### config.mk
export PLATFORM = sky130hd
export DESIGN_NAME = sha_fifo
export DESIGN_NICKNAME = d
export VERILOG_FILES = /design/src/hdl/sha_pkg.sv /design/src/hdl/sha_fifo.sv
export SDC_FILE = /design/constraint.sdc
export NUM_CORES = 1
export LEC_CHECK = 0
export CAP_MARGIN = 20
export CORE_ASPECT_RATIO = 1.1
export CORE_UTILIZATION = 45
export CTS_BUF_LIST = sky130_fd_sc_hd__clkbuf_8
export CTS_CLUSTER_DIAMETER = 120
export DETAILED_ROUTE_END_ITERATION = 10
export DONT_BUFFER_PORTS = 1
export HOLD_SLACK_MARGIN = 0.05
export PLACE_DENSITY_LB_ADDON = 0.12
export SLEW_MARGIN = 20
export SYNTH_ARGS = -nofsm -noshare
export SYNTH_HDL_FRONTEND = slang
export SYNTH_SLANG_ARGS = --single-unit
### constraint.sdc
create_clock -name clk_i -period 1.3 [get_ports clk_i]
set_input_delay 0.13 -clock clk_i [delete_from_list [all_inputs] [get_ports clk_i]]
set_output_delay 0.13 -clock clk_i [all_outputs]
set_load 0.005 [all_outputs]
### src/hdl/sha_pkg.sv
package sha_pkg;

  localparam int unsigned BlockBytes = 128;
  localparam int unsigned PadSplit   = 112;
  localparam int unsigned Rounds     = 80;

  // item queued between the byte front end and the compression back end
  typedef struct packed {
    logic [7:0] data;
    logic       present;
    logic       last;
  } item_t;

  typedef enum logic [3:0] {
    ST_IDLE,
    ST_SEED,
    ST_ACCEPT,
    ST_LOAD,
    ST_ROUND,
    ST_FOLD,
    ST_PAD,
    ST_LEN,
    ST_EMIT
  } core_state_e;

  localparam logic [63:0] SEED512 [8] = '{
    64'h6a09e667f3bcc908, 64'hbb67ae8584caa73b, 64'h3c6ef372fe94f82b, 64'ha54ff53a5f1d36f1,
    64'h510e527fade682d1, 64'h9b05688c2b3e6c1f, 64'h1f83d9abfb41bd6b, 64'h5be0cd19137e2179
  };

  localparam logic [63:0] SEED384 [8] = '{
    64'hcbbb9d5dc1059ed8, 64'h629a292a367cd507, 64'h9159015a3070dd17, 64'h152fecd8f70e5939,
    64'h67332667ffc00b31, 64'h8eb44a8768581511, 64'hdb0c2e0d64f98fa7, 64'h47b5481dbefa4fa4
  };

  localparam logic [63:0] ROUND_K [80] = '{
    64'h428a2f98d728ae22, 64'h7137449123ef65cd, 64'hb5c0fbcfec4d3b2f, 64'he9b5dba58189dbbc,
    64'h3956c25bf348b538, 64'h59f111f1b605d019, 64'h923f82a4af194f9b, 64'hab1c5ed5da6d8118,
    64'hd807aa98a3030242, 64'h12835b0145706fbe, 64'h243185be4ee4b28c, 64'h550c7dc3d5ffb4e2,
    64'h72be5d74f27b896f, 64'h80deb1fe3b1696b1, 64'h9bdc06a725c71235, 64'hc19bf174cf692694,
    64'he49b69c19ef14ad2, 64'hefbe4786384f25e3, 64'h0fc19dc68b8cd5b5, 64'h240ca1cc77ac9c65,
    64'h2de92c6f592b0275, 64'h4a7484aa6ea6e483, 64'h5cb0a9dcbd41fbd4, 64'h76f988da831153b5,
    64'h983e5152ee66dfab, 64'ha831c66d2db43210, 64'hb00327c898fb213f, 64'hbf597fc7beef0ee4,
    64'hc6e00bf33da88fc2, 64'hd5a79147930aa725, 64'h06ca6351e003826f, 64'h142929670a0e6e70,
    64'h27b70a8546d22ffc, 64'h2e1b21385c26c926, 64'h4d2c6dfc5ac42aed, 64'h53380d139d95b3df,
    64'h650a73548baf63de, 64'h766a0abb3c77b2a8, 64'h81c2c92e47edaee6, 64'h92722c851482353b,
    64'ha2bfe8a14cf10364, 64'ha81a664bbc423001, 64'hc24b8b70d0f89791, 64'hc76c51a30654be30,
    64'hd192e819d6ef5218, 64'hd69906245565a910, 64'hf40e35855771202a, 64'h106aa07032bbd1b8,
    64'h19a4c116b8d2d0c8, 64'h1e376c085141ab53, 64'h2748774cdf8eeb99, 64'h34b0bcb5e19b48a8,
    64'h391c0cb3c5c95a63, 64'h4ed8aa4ae3418acb, 64'h5b9cca4f7763e373, 64'h682e6ff3d6b2b8a3,
    64'h748f82ee5defb2fc, 64'h78a5636f43172f60, 64'h84c87814a1f0ab72, 64'h8cc702081a6439ec,
    64'h90befffa23631e28, 64'ha4506cebde82bde9, 64'hbef9a3f7b2c67915, 64'hc67178f2e372532b,
    64'hca273eceea26619c, 64'hd186b8c721c0c207, 64'heada7dd6cde0eb1e, 64'hf57d4f7fee6ed178,
    64'h06f067aa72176fba, 64'h0a637dc5a2c898a6, 64'h113f9804bef90dae, 64'h1b710b35131c471b,
    64'h28db77f523047d84, 64'h32caab7b40c72493, 64'h3c9ebe0a15c9bebc, 64'h431d67c49c100d4c,
    64'h4cc5d4becb3e42b6, 64'h597f299cfc657e2a, 64'h5fcb6fab3ad6faec, 64'h6c44198c4a475817
  };

  function automatic logic [63:0] rotr(input logic [63:0] x, input int unsigned n);
    rotr = (x >> n) | (x << (64 - n));
  endfunction

endpackage

### src/hdl/sha_fifo.sv
module sha_fifo (
  input  logic            clk_i,
  input  logic            rst_ni,
  input  logic            push_i,
  input  sha_pkg::item_t  push_data_i,
  output logic            full_o,
  input  logic            pop_i,
  output sha_pkg::item_t  pop_data_o,
  output logic            empty_o
);
  import sha_pkg::*;

  item_t      slot_q [2];
  logic [1:0] cnt_q, cnt_d;
  logic       wp_q, rp_q;

  assign full_o     = cnt_q == 2'd2;
  assign empty_o    = cnt_q == 2'd0;
  assign pop_data_o = slot_q[rp_q];

  always_comb begin
    cnt_d = cnt_q;
    if (push_i && !pop_i) cnt_d = cnt_q + 2'd1;
    if (!push_i && pop_i) cnt_d = cnt_q - 2'd1;
  end

  always_ff @(posedge clk_i or negedge rst_ni) begin
    if (!rst_ni) begin
      cnt_q <= '0;
      wp_q  <= 1'b0;
      rp_q  <= 1'b0;
    end else begin
      cnt_q <= cnt_d;
      if (push_i) wp_q <= ~wp_q;
      if (pop_i) rp_q <= ~rp_q;
    end
  end

  always_ff @(posedge clk_i) begin
    if (push_i) slot_q[wp_q] <= push_data_i;
  end
endmodule

==> results of run 1 <==
## worst paths after layout
check	start	end	slack (ps)	depth (start not counted)
worst max-delay path	rp_q$_DFFE_PN0P_	pop_data_o[7]	30	2
worst min-delay path	pop_i	cnt_q[0]$_DFFE_PN0P_	130	2
worst max register to register	wp_q$_DFFE_PN0P_	slot_q[0][0]$_DFFE_PP_	280	2
worst min register to register	wp_q$_DFFE_PN0P_	wp_q$_DFFE_PN0P_	520	1
max in group asynchronous	rst_ni	rp_q$_DFFE_PN0P_	970	1
min in group asynchronous	rst_ni	cnt_q[1]$_DFFE_PN0P_	140	1
## sequential cells by signal, indices dropped and copies added (netlist names)
name	count
wp_q	1
slot_q	20
rp_q	1
cnt_q	2
## through the flow
stage / setup TNS, ps / instances / area (um^2)
CTS: 0 / 97 / 1190
finish: 0 / 97 / 1190
detailed placement: 0 / 77 / 963
global route: -92.2 / 97 / 1190
floorplan: 0 / 47 / 907
global placement: 0 / 77 / 963
## kinds of logic (layout without fill, tap and decap cells)
family                     after synthesis  in the layout  share of synthesized area
DFF                                     24             24                      0.772
muxes                                   10             10                      0.124
xor gates and xnor gates                 5              5                     0.0483
and+or+nand+nor                          5              5                     0.0290
buffers and inverters                    2             25                     0.0124
adders and majority gates                1              1                     0.0138
## synthesized netlist by cell type
cell type	number	area, um^2
inv_1	1	3.75
xor2_1	3	26.3
xnor2_1	2	17.5
nor2_1	3	11.3
mux2_2	10	113
edfxtp_1	20	601
buf_4	1	7.51
and2_1	1	6.26
dfrtp_1	4	100
ha_1	1	12.5
and2b_2	1	8.76
## worst max-delay path: stages (launching register included)
cell and delay [ps]:
dfrtp_2 360, clkbuf_4 170, mux2_2 350
## area by class of cell
type | count | area [um^2]
Sequential cell | 24 | 702
Fill cell | 152 | 653
Multi-Input combinational cell | 21 | 195
Timing Repair Buffer | 20 | 183
Clock buffer | 3 | 41.3
Tap cell | 27 | 33.8
Clock inverter | 1 | 30.0
Inverter | 1 | 3.75
## metal layers
layer  vias up  part of all wire  GRT usage
li1        216                 -          -
met1       225              0.38      0.159
met2        14              0.57      0.289
met3         0             0.049     0.0333
met4         0                 0     0.0606
met5         -                 0          0
## power groups by stage
stage | sequential, mW | combinational [mW] | clock [mW]
6_report | 1.13 | 0.636 | 0.627
2_1_floorplan | 1.12 | 0.408 | 0
5_1_grt | 1.15 | 0.698 | 0.675
3_3_place_gp | 1.19 | 0.443 | 0
4_1_cts | 1.12 | 0.642 | 0.641
3_5_place_dp | 1.21 | 0.462 | 0
## timing repair
action,in CTS,in global routing
endpoints found under the setup margin,10,10
hold buffers,13,0
hold endpoints to repair,26,0
resized for setup,1,1
setup buffers,3,0
==> impl_metrics.tcl, run 1 <==
set metrics [dict create \
    grt_pass1_vias 518 \
    fmax_ghz 0.788 \
    synth_seq_cells 24 \
    grt_first_pass_wirelength_um 2340 \
    antenna_found_initial 0 \
    ioPinCount 26 \
    min_period_ps 1270 \
    vias_per_cell 4.69 \
    numCtsBuffers 3 \
    cts.path.max_buffers 2 \
    drt_iter0_drc 1 \
    cts_tree "built" \
    swShare 0.250 \
    initial_core_util 0.493 \
    routed_wirelength_um 1430 \
    power_density_mw_per_mm2 2010 \
    status "complete, no violations" \
    clock_sinks 24 \
    finalSetupViolCount 0 \
    power.total_mw 2.39 \
    dr.pass1.iters 2 \
    port_buffers 0 \
    nets 86 \
    pre_cts_slack_ps 127 \
    rsz0062_at_grt "yes" \
    p_seq_frac 0.472 \
    core_area_mm2 0.00184 \
    critPathCaptureType "output port" \
    finalMaxSlewViolations 0 \
    vias 455 \
    die_height_um 49.1 \
    post_drt_wl_per_cell_um 14.7 \
    maxCapViolations 0 \
    synth_area_per_cell_um2 19.3 \
    clkPwrFrac 0.262 \
    fin_util 0.645 \
    combPwrFrac 0.266 \
    synth-seq-area-share 0.772 \
    crit_fanout 5 \
    final_common_cell "edfxtp_1" \
    max_slew.worst_pin.slew_ps 206 \
    ir_worst_vdd_uv 1240 \
    grtUsageTotal 0.155 \
    drive_gt1_frac 0.329 \
    place_congestion 0.603 \
    max_slew_margin 0.862 \
    crit_type "reg2out" \
    ant_nets 0 \
    p_leak_nw 0.441 \
    fin_crit_sh 0.976 \
    hold_viol_final 0 \
    arrival_ps 1140 \
    die_x_um 44.8 \
    critical_path_required_ps 1170 \
    critical_path.startpoint_type "register" \
    hold_slack_ps 126 \
    dieArea_mm2 0.00220 \
    synth_cell_type_count 11 \
    final_cell_mix "edfxtp_1 (20), dlygate4sd3_1 (13), mux2_2 (10), buf_4 (6)" \
    drc 0 \
    yosys_warnings 0 \
    clkLatencyLatePin_ps 260 \
    rows 16 \
    p_int_mw 1.79 \
    area_delta_synth_final_pct 31.0 \
    cts.htree.levels 1 \
    p_switching_mw 0.597 \
    syn_inst 47 \
    root_buffer "clkbuf_8" \
    fin_ws_ps 30.7 \
    fin_worst_skew_ps 4.53 \
    clk_pin_slew_ps 80 \
    synth_nets 62 \
    hp-class "in2reg" \
    num_antenna_cells 0 \
    syn_area_um2 907 \
    grt_max_degree 15 \
    overflow 0 \
]
(Power assumes the default switching activity.)
==> run 2: changes to the inputs <==
CTS_CLUSTER_DIAMETER = default   (was 120)
clock period = 1.1 ns   (was 1.3 ns; I/O delays follow)
==> run 2 against run 1 <==
The flow now finishes with violations (negative setup slack); hold slack got worse by 42 ps; global-route usage down 0.16 points; register-to-register slack lost 200 ps; final cell count is the same; via count grew 2.2%; core utilization is 0.48 points lower.
==> impl_metrics.tcl, run 2 (synthesis gave the netlist of run 1 again) <==
set metrics [dict create \
    critical_path.startpoint_type "register" \
    crit_family "flip-flops" \
    fin_util 0.641 \
    p_seq_frac 0.509 \
    min_period_ps 1230 \
    cpPeakStageDelay_ps 380 \
    drc 0 \
    rows 16 \
    final_common_cell "edfxtp_1" \
    post_drt_wl_per_cell_um 14.9 \
    nets 86 \
    arrival_ps 1120 \
    overflow 0 \
    grt_max_degree 14 \
    crit_chain "buf_6 -> mux2_2" \
    reg2reg_slack_ps 80 \
    finalMaxSlewViolations 0 \
    drt_iter0_drc 2 \
    place_inst 78 \
    holdCritStartpoint "pop_i" \
    ioPinCount 26 \
    hold_depth 2 \
    combPwrFrac 0.305 \
    port_buffers 0 \
    final_cell_mix "edfxtp_1 (20), dlygate4sd3_1 (13), mux2_2 (8), buf_4 (5)" \
    hold_viol_final 0 \
    initial_core_util 0.493 \
    dr.pass1.iters 2 \
    swShare 0.267 \
    grtUsageTotal 0.153 \
    clkLatencyLatePin_ps 250 \
    critical_path_required_ps 990 \
    hold_end "cnt_q[0]$_DFFE_PN0P_" \
    clkPwrFrac 0.186 \
    dieArea_mm2 0.00220 \
    antenna_found_initial 0 \
    p_int_mw 1.93 \
    p_switching_mw 0.702 \
    stdcell_count 97 \
    vias 465 \
    max_slew_margin 0.869 \
    hp-class "in2reg" \
    clk_pin_slew_ps 70 \
    timing.rr.end "slot_q[1][3]$_DFFE_PP_" \
    die_height_um 49.1 \
    place_congestion 0.576 \
    fin_worst_skew_ps 1.20 \
    p_leak_nw 0.440 \
    tns_ps -1220 \
    rr_worst_depth 2 \
    num_antenna_cells 0 \
    cts.htree.levels 1 \
    grt_pass1_vias 483 \
    fmax_ghz 0.814 \
    numCtsBuffers 3 \
    finalSetupViolCount 10 \
    critPathCaptureType "output port" \
    grt_first_pass_wirelength_um 2230 \
    drive_gt1_frac 0.329 \
    cts.path.max_buffers 2 \
    nFillCells 154 \
    power_density_mw_per_mm2 2230 \
    root_buffer "clkbuf_8" \
    routed_wirelength_um 1450 \
    crit_slowest_cell "dfrtp_2" \
    power.total_mw 2.63 \
    largest_register "slot_q" \
    fin_ws_ps -129 \
    clock_sinks 24 \
    violations "negative setup slack" \
    fin_crit_sh 1.12 \
    cts_tree "built" \
    vias_per_cell 4.79 \
    crit_fanout 6 \
    status "finished with violations" \
    area_delta_synth_final_pct 30.1 \
    die_x_um 44.8 \
    reg_top3 "slot_q: 20 flops, cnt_q: 2 flops" \
    core_area_mm2 0.00184 \
    crit_type "reg2out" \
    rsz0062_at_grt "yes" \
    ant_nets 0 \
    crit_buf_inv 1 \
    largest_reg_flops 20 \
    ir_worst_vdd_uv 1490 \
    r2r-start "wp_q$_DFFE_PN0P_" \
    maxCapViolations 0 \
    max_slew.worst_pin.slew_ps 196 \
]
-- run 2: worst max path at each step --
| stage | start | to | slack (ps) | cells past startpoint |
|---|---|---|---|---|
| after detailed placement | rp_q$_DFFE_PN0P_ | pop_data_o[1] | -10 | 1 |
| final | rp_q$_DFFE_PN0P_ | pop_data_o[4] | -130 | 2 |
| after global placement | rp_q$_DFFE_PN0P_ | pop_data_o[0] | -3 | 1 |
| after global routing | rp_q$_DFFE_PN0P_ | pop_data_o[4] | -170 | 2 |
| after floorplan | wp_q$_DFFE_PN0P_ | slot_q[0][0]$_DFFE_PP_ | 60 | 1 |
| after CTS | rp_q$_DFFE_PN0P_ | pop_data_o[9] | -130 | 2 |
-- run 2: area by class of cell --
type                       count  area, um^2  share of cell area
clock inverter                 1        3.75             0.00318
sequential                    24         702               0.595
multi-input combinational     21         205               0.174
inverter                       1        3.75             0.00318
timing repair buffer          20         190               0.161
clock buffer                   3        41.3              0.0350
tap                           27        33.8              0.0286
-- run 2: stage by stage --
step           cell area (um^2)  worst slack, ps  hold WS (ps)
6_report                   1180             -129          84.6
5_1_grt                    1180             -169           103
4_1_cts                    1170             -131          78.2
3_5_place_dp                973            -9.89          -186
3_3_place_gp                973            -2.85          -185
2_1_floorplan               910             60.6          -186
-- run 2: power groups by stage --
| stage | Clock [mW] | Sequential, mW | Combinational [mW] |
|---|---|---|---|
| final | 0.491 | 1.34 | 0.802 |
| after global routing | 0.549 | 1.36 | 0.859 |
| after CTS | 0.507 | 1.34 | 0.789 |
| after detailed placement | 0 | 1.42 | 0.574 |
| after global placement | 0 | 1.40 | 0.554 |
| after floorplan | 0 | 1.32 | 0.484 |
-- run 2: routing by layer --
layer	wire length, um	track usage	up-vias
met5	0	0	-
met4	23	0.0909	0
met3	75	0.0333	4
met2	819	0.272	15
met1	531	0.156	229
li1	-	-	217
-- run 2: repair_timing --
| item | 4_1_cts | 5_1_grt |
|---|---|---|
| buffers inserted | 2 | 0 |
| endpoints found under the hold margin | 26 | 0 |
| hold buffers | 13 | 0 |
| endpoints found under the setup margin | 10 | 10 |
| resized for setup | 4 | 2 |
==> run 3: changes to the inputs <==
clock period = 1 ns   (was 1.1 ns; I/O delays follow)
==> run 3 against run 2 <==
The flow still finishes with violations (negative setup slack); total power rose by 14%; critical path type unchanged; clock skew barely moved; hold slack improved by 11 ps; clock power rose by 29%; sequential power rose by 10%.
==> impl_metrics.tcl, run 3 (synthesis gave the netlist of run 1 again) <==
set metrics [dict create \
    hold_viol_final 0 \
    port_buffers 0 \
    violations "negative setup slack" \
    status "finished with violations" \
    fin_ws_ps -208 \
    grt_max_degree 14 \
    fin_util 0.649 \
    stdcell_count 95 \
    grtUsageTotal 0.149 \
    finalMaxSlewViolations 0 \
    tns_ps -2050 \
    min_period_ps 1210 \
    cts.path.max_buffers 2 \
    clkLatencyLatePin_ps 260 \
    drive_gt1_frac 0.368 \
    root_buffer "clkbuf_8" \
    maxCapViolations 0 \
    r2r-start "wp_q$_DFFE_PN0P_" \
    vias 458 \
    post_drt_wl_per_cell_um 14.8 \
    area_delta_synth_final_pct 31.7 \
    clock_sinks 24 \
    power_density_mw_per_mm2 2510 \
    die_height_um 49.1 \
    num_antenna_cells 0 \
    hold_slack_ps 95.6 \
    cp-endpoint "pop_data_o[4]" \
    antenna_found_initial 0 \
    largest_register "slot_q" \
    nFillCells 143 \
    hp-class "in2reg" \
    crit_type "reg2out" \
    finalSetupViolCount 11 \
    fin_crit_sh 1.21 \
    core_area_mm2 0.00184 \
    cts.htree.levels 1 \
    grt_pass1_vias 512 \
    critical_path.startpoint_type "register" \
    largest_reg_flops 20 \
    timing.rr.end "slot_q[0][2]$_DFFE_PP_" \
    dieArea_mm2 0.00220 \
    rows 16 \
    drt_iter0_drc 0 \
    hpwl_um 892 \
    rr_worst_depth 2 \
    place_congestion 0.563 \
    grt_first_pass_wirelength_um 2260 \
    final_cell_mix "edfxtp_1 (20), dlygate4sd3_1 (13), mux2_2 (10), clkbuf_8 (4)" \
    crit_start "rp_q$_DFFE_PN0P_" \
    fmax_ghz 0.827 \
    initial_core_util 0.493 \
    max_slew.worst_pin.slew_ps 199 \
    ir_worst_vdd_uv 1630 \
    final_common_cell "edfxtp_1" \
    critical_path_required_ps 900 \
    nets 84 \
    dr.pass1.iters 1 \
    rsz0062_at_grt "yes" \
    critPathCaptureType "output port" \
    arrival_ps 1110 \
    vias_per_cell 4.82 \
    crit_fanout 6 \
    clk_pin_slew_ps 80 \
    fin_worst_skew_ps 1.02 \
    ioPinCount 26 \
    max_slew_margin 0.867 \
    routed_wirelength_um 1400 \
    die_x_um 44.8 \
    cts_tree "built" \
    ant_nets 0 \
    reg_top3 "slot_q: 20 flops, cnt_q: 2 flops" \
    p_leak_nw 0.438 \
    reg2reg_slack_ps 20 \
    drc 0 \
    place_inst 75 \
    overflow 0 \
    numCtsBuffers 3 \
]
==> run 3: worst min path at each step <==
| stage | slack [ps] | cells past startpoint | start | end |
|---|---|---|---|---|
| after detailed placement | -200 | 0 | rst_ni | cnt_q[0]$_DFFE_PN0P_ |
| after floorplan | -200 | 0 | rst_ni | cnt_q[0]$_DFFE_PN0P_ |
| after global placement | -200 | 0 | rst_ni | rp_q$_DFFE_PN0P_ |
| final | 100 | 2 | pop_i | cnt_q[0]$_DFFE_PN0P_ |
| after global routing | 120 | 1 | rst_ni | wp_q$_DFFE_PN0P_ |
| after CTS | 80 | 2 | pop_i | cnt_q[0]$_DFFE_PN0P_ |
==> run 3: report_power, final <==
group	total, mW	switching, mW	internal [mW]	leakage [nW]
sequential	1.48	0.117	1.36	0.232
combinational	0.892	0.372	0.520	0.177
clock	0.635	0.284	0.350	0.0288
total	3.00	0.774	2.23	0.438
==> run 3: final cells by class <==
cell class / count / area (um^2) / area share
Inverter: 1 / 3.75 / 0.00314
Timing Repair Buffer: 18 / 191 / 0.160
Multi-Input combinational cell: 21 / 208 / 0.174
Sequential cell: 24 / 703 / 0.588
Tap cell: 27 / 33.8 / 0.0283
Clock buffer: 4 / 55.1 / 0.0461
==> run 3: per-stage QoR <==
step	power [mW]	setup WS, ps	cell area (um^2)
after CTS	2.96	-219	1180
after global placement	2.13	-73.9	965
final	3.00	-208	1190
after global routing	3.17	-250	1190
after detailed placement	2.16	-98.2	965
after floorplan	1.99	-39.2	911
==> run 3: worst max-delay path, stage by stage (launching register included) <==
cell	delay, ps
dfrtp_2	380
buf_6	130
mux2_2	350
==> run 3: what timing repair did <==
action                     CTS  global route
setup endpoints to repair   22            22
setup buffers                3             1
hold buffers                13             0
cloned                       0             0
pin swaps                    1             3
gates resized for setup      6             2
hold endpoints to repair    26             0
==> run 3: metal layers <==
metal / vias up / share of wire / GRT usage / routed length, um
met1: 228 / 0.39 / 0.165 / 540
met4: 0 / 0 / 0.0606 / 0
li1: 215 / - / - / -
met5: - / 0 / 0 / 0
met2: 15 / 0.55 / 0.270 / 775
met3: 0 / 0.062 / 0.0296 / 87
